**src/rtl/pld_pkg.sv**
```systemverilog
// pixel line downscaler: shared types and constants
// no dependencies; used by the stream interfaces and the core
`default_nettype none

package pld_pkg;

  localparam int PIXEL_W    = 16;
  localparam int POS_W      = 10;
  localparam int TWIDTH_W   = 11;
  localparam int SWIDTH_W   = 12;
  localparam int MODE_W     = 2;
  localparam int ERR_W      = 13;
  localparam int CFG_DATA_W = 32;
  localparam int CFG_ADDR_W = 4;

  typedef logic [PIXEL_W-1:0]  pixel_t;
  typedef logic [POS_W-1:0]    pos_t;
  typedef logic [TWIDTH_W-1:0] twidth_t;
  typedef logic [SWIDTH_W-1:0] swidth_t;
  typedef logic [MODE_W-1:0]   mode_t;

  // register indexes on the configuration port
  localparam logic [1:0] REG_TARGET_WIDTH = 2'd0;
  localparam logic [1:0] REG_SOURCE_WIDTH = 2'd1;
  localparam logic [1:0] REG_MODE         = 2'd2;
  localparam logic [1:0] REG_BLEND_MASK   = 2'd3;

  // mode codes; the unused code behaves as forward
  localparam mode_t MODE_FORWARD  = 2'd0;
  localparam mode_t MODE_REVERSED = 2'd1;
  localparam mode_t MODE_BLEND    = 2'd2;

  localparam twidth_t RST_TARGET_WIDTH = 11'd176;
  localparam swidth_t RST_SOURCE_WIDTH = 12'd320;
  localparam mode_t   RST_MODE         = MODE_FORWARD;
  localparam pixel_t  RST_BLEND_MASK   = 16'hf7de;

  // saturation limits of the error term, 13-bit signed
  localparam logic signed [ERR_W:0] ERR_MIN = -14'sd4096;
  localparam logic signed [ERR_W:0] ERR_MAX = 14'sd4095;

endpackage

`default_nettype wire

```
**src/rtl/pld_stream_if.sv**
```systemverilog
// pixel line downscaler: valid/ready stream interfaces for source items and results
// depends on pld_pkg
`default_nettype none

interface pld_in_if;
  import pld_pkg::*;

  logic   valid;
  logic   ready;
  pixel_t source_pixel;
  pixel_t background_pixel;

  modport source (output valid, output source_pixel, output background_pixel, input ready);
  modport sink   (input valid, input source_pixel, input background_pixel, output ready);
endinterface

interface pld_out_if;
  import pld_pkg::*;

  logic   valid;
  logic   ready;
  pixel_t output_pixel;
  pos_t   output_position;
  logic   last_of_line;

  modport source (output valid, output output_pixel, output output_position,
                  output last_of_line, input ready);
  modport sink   (input valid, input output_pixel, input output_position,
                  input last_of_line, output ready);
endinterface

`default_nettype wire

```
**src/rtl/pixel_line_downscaler_core.sv**
```systemverilog
// pixel line downscaler top level: input register, error-term step, result register
// depends on pld_pkg and the stream interfaces in pld_stream_if.sv
`default_nettype none

// Shrinks a scanline of 16-bit pixels from source_width to target_width with a
// Bresenham error term. One source pixel is taken per cycle, back to back, unless
// the receiver stalls; each either yields one output pixel or is held to be
// averaged with the next one. Items pass the input register, then the result
// register. Throughput is one item per clock unless the receiver stalls, set by
// the error term, held pixel and output count update in the compute stage. A line
// ends after max(target_width,1) outputs, at most MAX_LINE_WIDTH; last_of_line marks the last.
// Registers at byte addresses 0x0 target_width, 0x4 source_width, 0x8 mode,
// 0xC blend_mask; a write takes effect at once and keeps the line state, and is
// to be made while no transaction is in flight.
module pixel_line_downscaler_core #(
  parameter int MAX_LINE_WIDTH = 1024
) (
  input  wire logic                            clk,
  input  wire logic                            rst_n,
  pld_in_if.sink                               in_if,
  pld_out_if.source                            out_if,
  input  wire logic                            psel,
  input  wire logic                            penable,
  input  wire logic                            pwrite,
  input  wire logic [pld_pkg::CFG_ADDR_W-1:0]  paddr,
  input  wire logic [pld_pkg::CFG_DATA_W-1:0]  pwdata,
  output logic      [pld_pkg::CFG_DATA_W-1:0]  prdata,
  output logic                                 pready
);
  import pld_pkg::*;

  localparam logic [TWIDTH_W+1:0] MAX_W = (TWIDTH_W+2)'(MAX_LINE_WIDTH);

  // configuration registers
  twidth_t target_width_r;
  swidth_t source_width_r;
  mode_t   mode_r;
  pixel_t  blend_mask_r;

  // input register
  logic    s1_valid_r;
  pixel_t  s1_src_r;
  pixel_t  s1_bg_r;

  // line state
  logic signed [ERR_W-1:0] err_r, err_nxt;
  pixel_t                  held_r, held_nxt;
  logic                    holding_r, holding_nxt;
  twidth_t                 done_r, done_nxt;

  // result register
  logic    out_valid_r;
  pixel_t  out_pixel_r;
  pos_t    out_pos_r;
  logic    out_last_r;

  logic    cfg_wr;
  logic    out_free;
  logic    s1_adv;
  logic    in_acc;

  twidth_t                 tw_nz;
  twidth_t                 eff;
  logic signed [ERR_W:0]   diff_raw;
  swidth_t                 diff;
  logic signed [ERR_W:0]   err_sub;
  logic signed [ERR_W:0]   err_add;
  logic signed [ERR_W-1:0] err_dec;
  logic                    emit;
  logic [PIXEL_W:0]        avg_sum;
  logic [PIXEL_W:0]        blend_sum;
  pixel_t                  pix_base;
  pixel_t                  pix;
  twidth_t                 mirror;
  pos_t                    pos;
  logic [TWIDTH_W:0]       done_inc;
  logic                    last;

  function automatic logic signed [ERR_W-1:0] sat_err(input logic signed [ERR_W:0] v);
    logic signed [ERR_W-1:0] r;
    if (v < ERR_MIN) begin
      r = ERR_MIN[ERR_W-1:0];
    end else if (v > ERR_MAX) begin
      r = ERR_MAX[ERR_W-1:0];
    end else begin
      r = v[ERR_W-1:0];
    end
    return r;
  endfunction

  // ---------------- configuration port ----------------
  assign pready = 1'b1;
  assign cfg_wr = psel && penable && pwrite && pready;

  always_ff @(posedge clk) begin
    if (!rst_n) begin
      target_width_r <= RST_TARGET_WIDTH;
      source_width_r <= RST_SOURCE_WIDTH;
      mode_r         <= RST_MODE;
      blend_mask_r   <= RST_BLEND_MASK;
    end else if (cfg_wr) begin
      case (paddr[3:2])
        REG_TARGET_WIDTH: target_width_r <= pwdata[TWIDTH_W-1:0];
        REG_SOURCE_WIDTH: source_width_r <= pwdata[SWIDTH_W-1:0];
        REG_MODE:         mode_r         <= pwdata[MODE_W-1:0];
        REG_BLEND_MASK:   blend_mask_r   <= pwdata[PIXEL_W-1:0];
        default: ;
      endcase
    end
  end

  always_comb begin
    case (paddr[3:2])
      REG_TARGET_WIDTH: prdata = {{(CFG_DATA_W-TWIDTH_W){1'b0}}, target_width_r};
      REG_SOURCE_WIDTH: prdata = {{(CFG_DATA_W-SWIDTH_W){1'b0}}, source_width_r};
      REG_MODE:         prdata = {{(CFG_DATA_W-MODE_W){1'b0}}, mode_r};
      REG_BLEND_MASK:   prdata = {{(CFG_DATA_W-PIXEL_W){1'b0}}, blend_mask_r};
      default:          prdata = '0;
    endcase
  end

  // ---------------- handshake ----------------
  assign out_free    = !out_valid_r || out_if.ready;
  assign s1_adv      = s1_valid_r && out_free;
  assign in_if.ready = !s1_valid_r || out_free;
  assign in_acc      = in_if.valid && in_if.ready;

  always_ff @(posedge clk) begin
    if (!rst_n) begin
      s1_valid_r <= 1'b0;
    end else if (in_acc) begin
      s1_valid_r <= 1'b1;
    end else if (s1_adv) begin
      s1_valid_r <= 1'b0;
    end
  end

  always_ff @(posedge clk) begin
    if (in_acc) begin
      s1_src_r <= in_if.source_pixel;
      s1_bg_r  <= in_if.background_pixel;
    end
  end

  // ---------------- error-term step ----------------
  always_comb begin
    tw_nz = (target_width_r == '0) ? TWIDTH_W'(1) : target_width_r;
    eff   = ({2'b00, tw_nz} > MAX_W) ? MAX_W[TWIDTH_W-1:0] : tw_nz;

    // width difference, clamped at zero
    diff_raw = $signed({2'b00, source_width_r}) - $signed({3'b000, eff});
    diff     = diff_raw[ERR_W] ? '0 : diff_raw[SWIDTH_W-1:0];

    err_sub = $signed({err_r[ERR_W-1], err_r}) - $signed({2'b00, diff});
    err_add = $signed({err_r[ERR_W-1], err_r}) + $signed({3'b000, eff});
    err_dec = sat_err(err_sub);

    avg_sum  = {1'b0, held_r} + {1'b0, s1_src_r};
    pix_base = holding_r ? avg_sum[PIXEL_W:1] : s1_src_r;
    emit     = holding_r || !err_dec[ERR_W-1];

    blend_sum = {1'b0, pix_base & blend_mask_r} + {1'b0, s1_bg_r & blend_mask_r};
    pix       = (mode_r == MODE_BLEND) ? blend_sum[PIXEL_W:1] : pix_base;

    mirror = eff - TWIDTH_W'(1) - done_r;
    pos    = ((mode_r == MODE_REVERSED) && (done_r < eff)) ? mirror[POS_W-1:0]
                                                           : done_r[POS_W-1:0];

    done_inc = {1'b0, done_r} + (TWIDTH_W+1)'(1);
    last     = done_inc >= {1'b0, eff};

    err_nxt     = err_r;
    held_nxt    = held_r;
    holding_nxt = holding_r;
    done_nxt    = done_r;
    if (s1_adv) begin
      if (!holding_r) begin
        err_nxt = err_dec;
        if (!emit) begin
          held_nxt    = s1_src_r;
          holding_nxt = 1'b1;
        end
      end else begin
        err_nxt     = sat_err(err_add);
        holding_nxt = 1'b0;
      end
      if (emit) begin
        if (last) begin
          err_nxt     = '0;
          held_nxt    = '0;
          holding_nxt = 1'b0;
          done_nxt    = '0;
        end else begin
          done_nxt = done_inc[TWIDTH_W-1:0];
        end
      end
    end
  end

  always_ff @(posedge clk) begin
    if (!rst_n) begin
      err_r     <= '0;
      held_r    <= '0;
      holding_r <= 1'b0;
      done_r    <= '0;
    end else begin
      err_r     <= err_nxt;
      held_r    <= held_nxt;
      holding_r <= holding_nxt;
      done_r    <= done_nxt;
    end
  end

  // ---------------- result register ----------------
  always_ff @(posedge clk) begin
    if (!rst_n) begin
      out_valid_r <= 1'b0;
    end else if (s1_adv && emit) begin
      out_valid_r <= 1'b1;
    end else if (out_if.ready) begin
      out_valid_r <= 1'b0;
    end
  end

  always_ff @(posedge clk) begin
    if (s1_adv && emit) begin
      out_pixel_r <= pix;
      out_pos_r   <= pos;
      out_last_r  <= last;
    end
  end

  assign out_if.valid           = out_valid_r;
  assign out_if.output_pixel    = out_pixel_r;
  assign out_if.output_position = out_pos_r;
  assign out_if.last_of_line    = out_last_r;

`ifndef ASSERT_OFF
  // a held first pixel only exists while the error term is negative
  a_hold_neg: assert property (@(posedge clk) disable iff (!rst_n)
    holding_r |-> err_r[ERR_W-1])
    else $error("pixel held with non-negative error term");

  // the final transaction of a line leaves the line state cleared
  a_line_clear: assert property (@(posedge clk) disable iff (!rst_n)
    (s1_adv && emit && last) |=> (done_r == '0 && !holding_r && err_r == '0))
    else $error("line state not cleared after last output");

  // an item that yields nothing must leave a pixel held
  a_hold_set: assert property (@(posedge clk) disable iff (!rst_n)
    (s1_adv && !emit) |=> holding_r)
    else $error("consumed item produced neither result nor held pixel");

  // a result only appears from an emitting step
  a_out_src: assert property (@(posedge clk) disable iff (!rst_n)
    $rose(out_valid_r) |-> $past(s1_adv && emit))
    else $error("result valid without an emitting step");
`endif

endmodule

`default_nettype wire

```
**src/flat_wrapper.sv**
```systemverilog
// flat-port wrapper written by rule: the top's interface ports become plain ports
module pixel_line_downscaler_core_flat import pld_pkg::*;
#(
  parameter int MAX_LINE_WIDTH = 1024
)
  (clk, rst_n, psel, penable, pwrite, paddr, pwdata, prdata, pready, in_if_valid, in_if_source_pixel, in_if_background_pixel, in_if_ready, out_if_valid, out_if_output_pixel, out_if_output_position, out_if_last_of_line, out_if_ready);
  pld_in_if in_if_i ();
  pld_out_if out_if_i ();
  input  wire logic clk;
  input  wire logic rst_n;
  input  wire logic psel;
  input  wire logic penable;
  input  wire logic pwrite;
  input  wire logic [pld_pkg::CFG_ADDR_W-1:0] paddr;
  input  wire logic [pld_pkg::CFG_DATA_W-1:0] pwdata;
  output logic      [pld_pkg::CFG_DATA_W-1:0] prdata;
  output logic pready;
  input wire logic [$bits(in_if_i.valid)-1:0] in_if_valid;
  input wire logic [$bits(in_if_i.source_pixel)-1:0] in_if_source_pixel;
  input wire logic [$bits(in_if_i.background_pixel)-1:0] in_if_background_pixel;
  output wire logic [$bits(in_if_i.ready)-1:0] in_if_ready;
  output wire logic [$bits(out_if_i.valid)-1:0] out_if_valid;
  output wire logic [$bits(out_if_i.output_pixel)-1:0] out_if_output_pixel;
  output wire logic [$bits(out_if_i.output_position)-1:0] out_if_output_position;
  output wire logic [$bits(out_if_i.last_of_line)-1:0] out_if_last_of_line;
  input wire logic [$bits(out_if_i.ready)-1:0] out_if_ready;
  assign in_if_i.valid = in_if_valid;
  assign in_if_i.source_pixel = in_if_source_pixel;
  assign in_if_i.background_pixel = in_if_background_pixel;
  assign in_if_ready = in_if_i.ready;
  assign out_if_valid = out_if_i.valid;
  assign out_if_output_pixel = out_if_i.output_pixel;
  assign out_if_output_position = out_if_i.output_position;
  assign out_if_last_of_line = out_if_i.last_of_line;
  assign out_if_i.ready = out_if_ready;
  pixel_line_downscaler_core #(.MAX_LINE_WIDTH(MAX_LINE_WIDTH)) u_core (.clk(clk), .rst_n(rst_n), .in_if(in_if_i), .out_if(out_if_i), .psel(psel), .penable(penable), .pwrite(pwrite), .paddr(paddr), .pwdata(pwdata), .prdata(prdata), .pready(pready));
endmodule
```
**config.mk**
```make
export PLATFORM = sky130hd
export DESIGN_NAME = pixel_line_downscaler_core_flat
export DESIGN_NICKNAME = d
export VERILOG_FILES = /design/src/rtl/pld_pkg.sv /design/src/rtl/pld_stream_if.sv /design/src/rtl/pixel_line_downscaler_core.sv /design/src/flat_wrapper.sv
export SDC_FILE = /design/constraint.sdc
export NUM_CORES = 1
export LEC_CHECK = 0
export BUFFER_PORTS_ARGS = -buffer_cell sky130_fd_sc_hd__buf_2
export CORE_UTILIZATION = 45
export DETAILED_ROUTE_END_ITERATION = 10
export GPL_TIMING_DRIVEN = 1
export PLACE_DENSITY = 0.69
export SETUP_SLACK_MARGIN = 0.15
export SYNTH_ARGS = -nofsm -noshare
export SYNTH_HDL_FRONTEND = slang
export SYNTH_SLANG_ARGS = --single-unit
export TNS_END_PERCENT = 5
```
**constraint.sdc**
```tcl
create_clock -name clk -period 8.8 [get_ports clk]
set_input_delay 1.76 -clock clk [delete_from_list [all_inputs] [get_ports clk]]
set_output_delay 1.76 -clock clk [all_outputs]
set_load 0.02 [all_outputs]
```
======== After elaboration in Yosys (flattened, before gate mapping) ========
Index checks and enable logic that the tools add are counted.
cells by class
  add/subtract/negate cells ............... 8
  order comparisons ....................... 7
  equality and inequality tests ........... 5
  mux-type cells .......................... 27
  bitwise gates (word level) .............. 2
  reductions and logical operators ........ 21
operators with widths
  operator                                                                           number
  32-bit one-hot mux with 4 select lines                                             1
  16-bit two-way mux                                                                 6
  13-bit two-way mux                                                                 7
  16-bit by 16-bit adder with 17-bit output                                          2
  11-bit two-way mux                                                                 3
  16-bit AND                                                                         2
  14-bit by 13-bit greater-than comparator with 1-bit output, second input constant  2
  14-bit by 13-bit less-than comparator with 1-bit output, second input constant     2
  13-bit by 12-bit adder with 14-bit output                                          1
  13-bit by 13-bit subtractor with 14-bit output                                     1
  12-bit by 11-bit subtractor with 13-bit output                                     1
  11-bit by 1-bit adder with 12-bit output, second input constant                    1
  12-bit by 11-bit >= comparator with 1-bit output                                   1
  12-bit two-way mux                                                                 1
  11-bit greater-than comparator, second input constant                              1
  11-bit logical NOT                                                                 1
  11-bit less-than comparator                                                        1
  10-bit two-way mux                                                                 1
  2-bit AND reduction                                                                5
  10-bit by 1-bit subtractor with 10-bit output, second input constant               1
  10-bit subtractor                                                                  1
  1-bit two-way mux                                                                  8
  2-bit equality test, second input constant                                         3
  1-bit logical AND                                                                  6
  5 further kinds                                                                    11
word-level totals
  bits in registers ....................... 143
  output and inout bits ................... 62

======== Logic depth before layout (Yosys ltp) ========
Gate-level depths: netlist of run 1.
  word-level depth ........................ 16
  gate-level depth with buffers ........... 24

======== Worst setup path after synthesis of run 1 ========
Ideal clock, no wire load.
  path type ............................... input -> output
  start ................................... in paddr[2] (netlist name)
  end ..................................... out prdata[10] (netlist name)
  data arrival time ....................... 3.101 ns
  slack ................................... 3.939 ns
  cell stages on the path ................. 4
  path through ............................ buf_1 > clkbuf_1 > mux2i_1 > o21ai_0
between the ends
  word-level cells in the longest chain between the ends .. 2
  elaborated cells between the ends (all ways) .. 5
  those cells by class .................... 3 x eq/ne; 1 x mux; 1 x reduce/logical
ends and longest elaborated chain
  what                                         RTL line                           RTL
  start, declared                              flat_wrapper.sv:14                 input wire logic [pld_pkg::CFG_ADDR_W-1:0] paddr;
  2-bit equality test (tied with other cells)  pixel_line_downscaler_core.sv:113  case (paddr[3:2])
  32-bit one-hot mux with 4 select lines *     pixel_line_downscaler_core.sv:113
  end, declared                                flat_wrapper.sv:16                 output logic [pld_pkg::CFG_DATA_W-1:0] prdata;
Every way passes the cells marked *; elsewhere a longest branch is shown, timed or not. The select of a mux whose other input is x is not followed.

======== Worst setup path after layout of run 1 ========
  start ................................... reg u_core.target_width_r[10]
  end ..................................... reg u_core.done_r[2]
between the ends
  word-level cells in the longest chain between the ends .. 13
  elaborated cells between the ends (all ways) .. 16
  those cells by class .................... 2 x add/sub; 4 x order compare; 6 x mux; 4 x reduce/logical
ends and longest elaborated chain
  what                                                        RTL line                           RTL
  start, declared                                             pixel_line_downscaler_core.sv:35   twidth_t target_width_r;
  start signal, assigned                                      pixel_line_downscaler_core.sv:103  REG_TARGET_WIDTH: target_width_r <= pwdata[TWIDTH_W-1:0];
  11-bit logical NOT                                          pixel_line_downscaler_core.sv:147  tw_nz = (target_width_r == '0) ? TWIDTH_W'(1) : target_width_r;
  11-bit two-way mux *                                        pixel_line_downscaler_core.sv:147
  11-bit greater-than comparator                              pixel_line_downscaler_core.sv:148  eff = ({2'b00, tw_nz} > MAX_W) ? MAX_W[TWIDTH_W-1:0] : tw_nz;
  11-bit two-way mux *                                        pixel_line_downscaler_core.sv:148
  12-bit by 11-bit subtractor with 13-bit output              pixel_line_downscaler_core.sv:151  diff_raw = $signed({2'b00, source_width_r}) - $signed({3'b000, eff});
  12-bit two-way mux                                          pixel_line_downscaler_core.sv:152  diff = diff_raw[ERR_W] ? '0 : diff_raw[SWIDTH_W-1:0];
  13-bit by 13-bit subtractor with 14-bit output              pixel_line_downscaler_core.sv:154  err_sub = $signed({err_r[ERR_W-1], err_r}) - $signed({2'b00, diff});
  14-bit by 13-bit greater-than comparator with 1-bit output  pixel_line_downscaler_core.sv:83   end else if (v > ERR_MAX) begin
  13-bit two-way mux                                          pixel_line_downscaler_core.sv:83
  13-bit two-way mux                                          pixel_line_downscaler_core.sv:81   if (v < ERR_MIN) begin
  1-bit logical NOT                                           pixel_line_downscaler_core.sv:160  emit = holding_r || !err_dec[ERR_W-1];
  1-bit logical OR                                            pixel_line_downscaler_core.sv:160
  2-bit AND reduction (no source line)                        n/a
  end signal, assigned                                        pixel_line_downscaler_core.sv:210  done_r <= done_nxt;
  end, declared                                               pixel_line_downscaler_core.sv:49   twidth_t done_r, done_nxt;
Every way passes the cells marked *; elsewhere a longest branch is shown, timed or not.
A chain may end at the register's enable or synchronous reset.

==> run metrics, run 1 <==
Netlist cell types 82; CP Max Fanout 24; Post-synth top cells nand2_1, ha_1, a21oi_1; worst hold path endpoint u_core.held_r[5]$_SDFFE_PN0P_; endpoints failing setup 0; Post-Syn Area 0.0101 mm^2; Core Area 0.0220 mm^2; Syn Area/Cell 8.72 um^2; post-synth top area share 0.175; cell with the most instances after synthesis nand2_1; Num Clock Sinks 143; # IOs around 140; outcome finished with violations; hold depth 1; chip width 152 um; HP Start u_core.held_r[5]$_SDFFE_PN0P_; power density cells 203 mW/mm^2; R2R Path End u_core.done_r[2]$_SDFFE_PN0P_; CP Capture Type flip-flop; Longest Clk Path Bufs 2; post-synth top area cell edfxtp_1; RSZ-0062 raised after global routing no; Peak VDD IR approximately 0.15 mV; Initial Util 0.462; Final Critical Period 6.25 ns; Hold Crit Class flip-flop to flip-flop; pin count of the biggest net entering global routing 38; Static Leak 4.96 nW; worst-margin pin slew 1.17 ns; H-tree depth 4; share of cells above drive strength 1 0.137; # diodes 0; Worst R2R Start u_core.target_width_r[10]$_SDFFE_PN0P_; startpoint type of the worst setup path flip-flop; post_cts resized 0; number of flops mapped to enable cells by yosys 59; ys async rst share 0; nets between 1000 and 1500; Setup Skew 0.0173 ns; row count 54; Synth Register Bits 143; Setup Crit Path Kind flip-flop to flip-flop; Post-CTS Setup Bufs 0; clk slew on worst S/H paths 0.06 ns; Hold Violations, Final 0; Slew Viols, Final 0; total track usage 0.232; grt total ovfl 0; DIE AREA 0.0231 mm^2; clock root cell clkbuf_16; Fin Setup TNS 0 ns; Area growth, synth to finish 12.4%; Max-Cap Viols 0; dpl hpwl a little under 20 mm; RePlAce Congestion 0.897; Worst-Skew Late Latency 0.43 ns; Die H ~150 um; Post-Route WL 26.2 mm; Synth Flop Type dfxtp_1; DR DRC count 4; CTS tree yes; total power 2.32 mW; CP required approximately 9.2 ns; antenna violations before repair 0; CTS Hold Bufs 0; post-DR vias/cell approximately 5.6; number of global-route vias before repair ~8000; slew margin rel. 0.218; Routed WL per cell 17.0 um; First DRT Iteration DRCs 622; failing checks design-rule violations; flop2flop setup slack 2.55 ns; Fmax roughly 160 MHz; DR pass1 iterations 10; Post-DRT Antenna Nets 0; CTS buffer count 17; first-pass GRT wire length 42.6 mm; ranking of synthesized cells by area edfxtp_1, dfxtp_1, ha_1, nand2_1, a21oi_1; Seq/Total Area, Yosys 0.340; via count 8635; Yosys warnings 0; Port Buffer Count 101; Post-Syn Instances 1163; number of fill cells around 2000; Arrival @ worst endpoint 6.60 ns; Register-to-Register Path Depth 24; period utilization 0.710
cells in the final DEF, fill, tap and decap left out, types with 8 or more instances in the layout:
cell type / count
a21o_1: 20
a21oi_1: 99
a22o_1: 13
a31oi_1: 9
and2_1: 23
and3_1: 12
buf_2: 101
clkbuf_16: 17
conb_1: 17
dfxtp_1: 84
edfxtp_1: 59
ha_1: 100
inv_1: 46
mux2i_1: 28
nand2_1: 173
nand2b_1: 11
nand3_1: 52
nand4_1: 10
nor2_1: 62
nor2b_1: 26
nor3_1: 18
o21a_1: 8
o21ai_0: 47
o21ai_1: 16
o21bai_1: 8
or3_1: 9
xnor2_1: 35
xor2_1: 25
metal layers:
metal  track usage  part of all wire  vias up
met2         0.369              0.45      253
met4        0.0773             0.017        0
met1         0.324              0.48     4042
met5             0                 0        -
li1              -                 -     4316
met3        0.0307             0.053       24
metrics by stage:
step	worst slack [ns]	util	cells	hold slack, ns	area (um^2)
2_1_floorplan	3.94	-	1178	0.446	10200
3_3_place_gp	2.83	0.492	1509	0.464	10800
3_5_place_dp	2.58	0.492	1509	0.462	10800
4_1_cts	2.56	0.519	1541	0.482	11400
5_1_grt	1.98	0.519	1541	0.504	11400
6_report	2.55	0.519	1541	0.480	11400
power breakdown:
group	leakage [nW]	switching, mW	internal (mW)
Combinational	3.44	0.468	0.315
Clock	0.287	0.292	0.446
Sequential	1.24	0.0405	0.756
Total	4.96	0.801	1.52
critical path, stage by stage, from the launching register on:
cell,delay (ns)
dfxtp_1,0.45
clkinv_1,0.37
nand2_1,0.29
inv_1,0.23
fa_1,0.50
nor2b_1,0.14
o21ai_0,0.11
a21boi_0,0.21
o21ai_1,0.12
a211oi_1,0.34
o21ai_1,0.19
nand2_1,0.28
nand2b_1,0.19
ha_1,0.30
nor2b_1,0.16
o2111ai_1,0.18
a31oi_1,0.23
nand4bb_1,0.17
and2_2,0.21
o21ai_2,0.06
buf_4,0.21
inv_1,0.44
buf_4,0.46
nand4_1,0.15
a21oi_1,0.18
kinds of logic after synthesis:
kind of cell / count (synthesis) / synth area share
buffers and inverters: 106 / 0.0477
AO/OA/AOI/OAI: 287 / 0.185
XOR/XNOR: 60 / 0.0518
flip-flops: 143 / 0.340
other: 2 / 0.000740
adder cells (fa/ha/maj): 106 / 0.135
AND/OR/NAND/NOR: 422 / 0.199
multiplexers: 37 / 0.0398
state kept, by name (all words and copies together) (netlist names):
signal,count
u_core.blend_mask_r,16
u_core.done_r,11
u_core.err_r,13
u_core.held_r,16
u_core.holding_r,1
u_core.mode_r,2
u_core.out_if.last_of_line,1
u_core.out_if.output_pixel,16
u_core.out_if.output_position,10
u_core.out_if.valid,1
u_core.s1_bg_r,16
u_core.s1_src_r,16
u_core.s1_valid_r,1
u_core.source_width_r,12
u_core.target_width_r,11
final cells by class:
class | instances | area (um^2) | area share
multi-input cells | 929 | 6260 | 0.549
well taps | 280 | 350 | 0.0307
clock inverters | 14 | 165 | 0.0145
inverters | 49 | 184 | 0.0161
repair buffers | 108 | 558 | 0.0489
clock buffers | 18 | 429 | 0.0376
flip-flops and latches | 143 | 3450 | 0.303
worst max path at each step:
stage                     depth (start not counted)                              startpoint  slack (ns)                       endpoint
after floorplan                                   4                                paddr[2]        3.94                     prdata[10]
after global placement                           24  u_core.target_width_r[10]$_SDFFE_PN0P_        2.83  u_core.done_r[6]$_SDFFE_PN0P_
after detailed placement                         24  u_core.target_width_r[10]$_SDFFE_PN0P_        2.58  u_core.done_r[2]$_SDFFE_PN0P_
after CTS                                        24  u_core.target_width_r[10]$_SDFFE_PN0P_        2.56  u_core.done_r[2]$_SDFFE_PN0P_
after global routing                             24  u_core.target_width_r[10]$_SDFFE_PN0P_        1.98  u_core.done_r[1]$_SDFFE_PN0P_
final                                            24  u_core.target_width_r[10]$_SDFFE_PN0P_        2.55  u_core.done_r[2]$_SDFFE_PN0P_
Note: power is estimated with default switching activity, not from simulation.
==> inputs of run 2 (changes only) <==
==> constraint.sdc (replaced) <==
create_clock -name clk -period 6 [get_ports clk]
set_input_delay 1.2 -clock clk [delete_from_list [all_inputs] [get_ports clk]]
set_output_delay 1.2 -clock clk [all_outputs]
set_load 0.02 [all_outputs]
==> run 2 against run 1 <==
The run still ends with design-rule violations left; global-route usage decreased by 0.36 points; largest cell class unchanged; total power increased by 45%; flip-flop and latch count unchanged; die area unchanged; final cell count increased by 0.58%.
==> run metrics, run 2 (synthesis results as in run 1) <==
outcome finished with violations; failing checks design-rule violations; multi-input logic area 0.00626 mm^2 (unchanged); Final Critical Period 5.32 ns (-0.931 ns); Post-DRT Antenna Nets 0 (unchanged); Hold Violations, Final 0 (unchanged); met3 wire len 1.59 mm (+14%); clk slew on worst S/H paths 0.07 ns (about the same); Hold Crit Class flip-flop to flip-flop; critical path's top delay family simple AND/OR/NAND/NOR gates; # diodes 0 (unchanged); WP buf/inv 2 (-3); Setup Crit Path Kind flip-flop to flip-flop; post_cts resized 0 (unchanged); DIE AREA 0.0231 mm^2 (unchanged); Port Buffer Count 101 (unchanged); worst path cell trace nor4_1, a31oi_1, nor2_1, buf_4, ha_1, fa_1, nor2b_1, o21ai_0, a21boi_0, o21ai_1, a211oi_1, o21ai_1, nand2_1, nand2b_1, ha_1, nor2b_1, o2111ai_1, a31oi_1, nand4bb_1, and2_2, o21ai_2, buf_4, or4_1, a21oi_1; slew margin rel. 0.259 (+0.0410); wire length on met2 11.8 mm (+0.53%); Internal Power 2.20 mW (+45%); number of fill cells 2074 (+3.4%); endpoints failing setup 0 (unchanged); dpl hpwl 19.7 mm (-0.42%); M1 WL 12.4 mm (-1.9%); CP Capture Type flip-flop; Initial Util 0.462 (unchanged); hold depth 2 (+1); nets 1439 (+0.70%); register area 0.00345 mm^2 (unchanged); # IOs 137 (unchanged); Peak VDD IR 0.206 mV (+34%); antenna violations before repair 0 (unchanged); clock group share of total power 0.308 (-0.011); P_sw 1.17 mW (+46%); Num Clock Sinks 143 (unchanged); post-DR vias/cell 5.67 (+1.1%); Core Area 0.0220 mm^2 (unchanged); Static Leak 4.99 nW (+0.70%); most common cell after layout, fill and taps aside nand2_1; First DRT Iteration DRCs 715 (+15%); grt total ovfl 0 (unchanged); Arrival @ worst endpoint 5.68 ns (-0.92 ns); worst-margin pin slew 1.11 ns (-0.0613 ns); Setup Skew 0.0126 ns (-0.00478 ns); CTS tree yes; CTS Hold Bufs 0 (unchanged); first-pass GRT wire length 42.2 mm (-1.0%); stages on the worst setup path 24 (unchanged); H-tree depth 4 (unchanged); Flop pwr share 0.346 (+0.002); CP required 6.36 ns (-2.79 ns); RePlAce Congestion 0.870 (-3.0%); total power 3.37 mW (+45%); Post-CTS Setup Bufs 0 (unchanged); CP Max Fanout 12 (-50%); Worst-Skew Late Latency 0.43 ns (about the same); DR pass1 iterations 8 (-2); CTS buffer count 17 (unchanged); pin count of the biggest net entering global routing 46 (+21%); Comb pwr share 0.346 (+0.008); max incr delay on CP 0.50 ns (about the same); Longest Clk Path Bufs 2 (unchanged); Slew Viols, Final 0 (unchanged); CP max stage cell or4_1; Fmax 188 MHz (+17%); commonest cells after routing, fill and taps aside nand2_1, buf_2, ha_1; Area growth, synth to finish 12.9%; via count 8784 (+1.7%); startpoint type of the worst setup path flip-flop; Post-Route WL 26.3 mm (+0.10%); Register-to-Register Path Depth 24 (unchanged); period utilization 0.887 (+0.176); Fin Setup TNS 0 ns (unchanged); max layer used met4; chip width 152 um (unchanged); setup ws final 0.680 ns (-1.87 ns); RSZ-0062 raised after global routing no; Die H 152 um (unchanged); Max-Cap Viols 0 (unchanged); DR DRC count 4 (unchanged); Routed WL per cell 16.9 um (-0.48%); number of global-route vias before repair 8116 (+0.12%); share of cells above drive strength 1 0.143 (+0.00533); power density cells 294 mW/mm^2 (+45%); sw frac 0.347 (+0.00191); total track usage 0.228 (-0.00362); pre-CTS WS 0.697 ns (-1.88 ns); clock root cell clkbuf_16; row count 54 (unchanged)
==> run 2: tightest hold or removal path: cells and delay by family, from the launching register on <==
kind / cells / cell delay [ns]
AO/OA/AOI/OAI: 1 / 0.05
AND/OR/NAND/NOR: 1 / 0.06
flip-flops: 1 / 0.33
==> run 2: routing by layer <==
metal	track usage	vias to the layer above
met5	0	-
met4	0.0690	0
met3	0.0262	35
met2	0.364	315
met1	0.324	4107
li1	-	4327
==> run 2: final timing paths <==
check | startpoint | to | slack (ns)
setup / recovery | u_core.target_width_r[7]$_SDFFE_PN1P_ | u_core.done_r[9]$_SDFFE_PN0P_ | 0.68
hold / removal | u_core.source_width_r[0]$_SDFFE_PN0P_ | u_core.source_width_r[0]$_SDFFE_PN0P_ | 0.48
setup reg to reg | u_core.target_width_r[7]$_SDFFE_PN1P_ | u_core.done_r[9]$_SDFFE_PN0P_ | 0.68
hold reg to reg | u_core.source_width_r[0]$_SDFFE_PN0P_ | u_core.source_width_r[0]$_SDFFE_PN0P_ | 0.48
==> run 2: final cells by class <==
cell class              count  area share
multi-input cells         929       0.547
repair buffers            118      0.0553
well taps                 280      0.0306
flip-flops and latches    143       0.302
inverters                  49      0.0161
clock inverters            14      0.0123
clock buffers              17      0.0372
==> run 2: metrics by stage <==
step	hold WS, ns	instances	cell area, um^2	utilization
after global placement	0.464	1519	10900	0.496
after global routing	0.493	1550	11500	0.521
after floorplan	0.446	1178	10200	-
after detailed placement	0.467	1519	10900	0.496
after CTS	0.482	1550	11500	0.521
final	0.485	1550	11500	0.521
==> run 2: power by group through the flow <==
stage	clock [mW]	sequential [mW]	combinational, mW
final	1.04	1.17	1.16
after global routing	1.09	1.18	1.28
after CTS	1.05	1.17	1.15
after detailed placement	0	1.19	1.14
after global placement	0	1.18	1.13
after floorplan	0	1.20	0.858
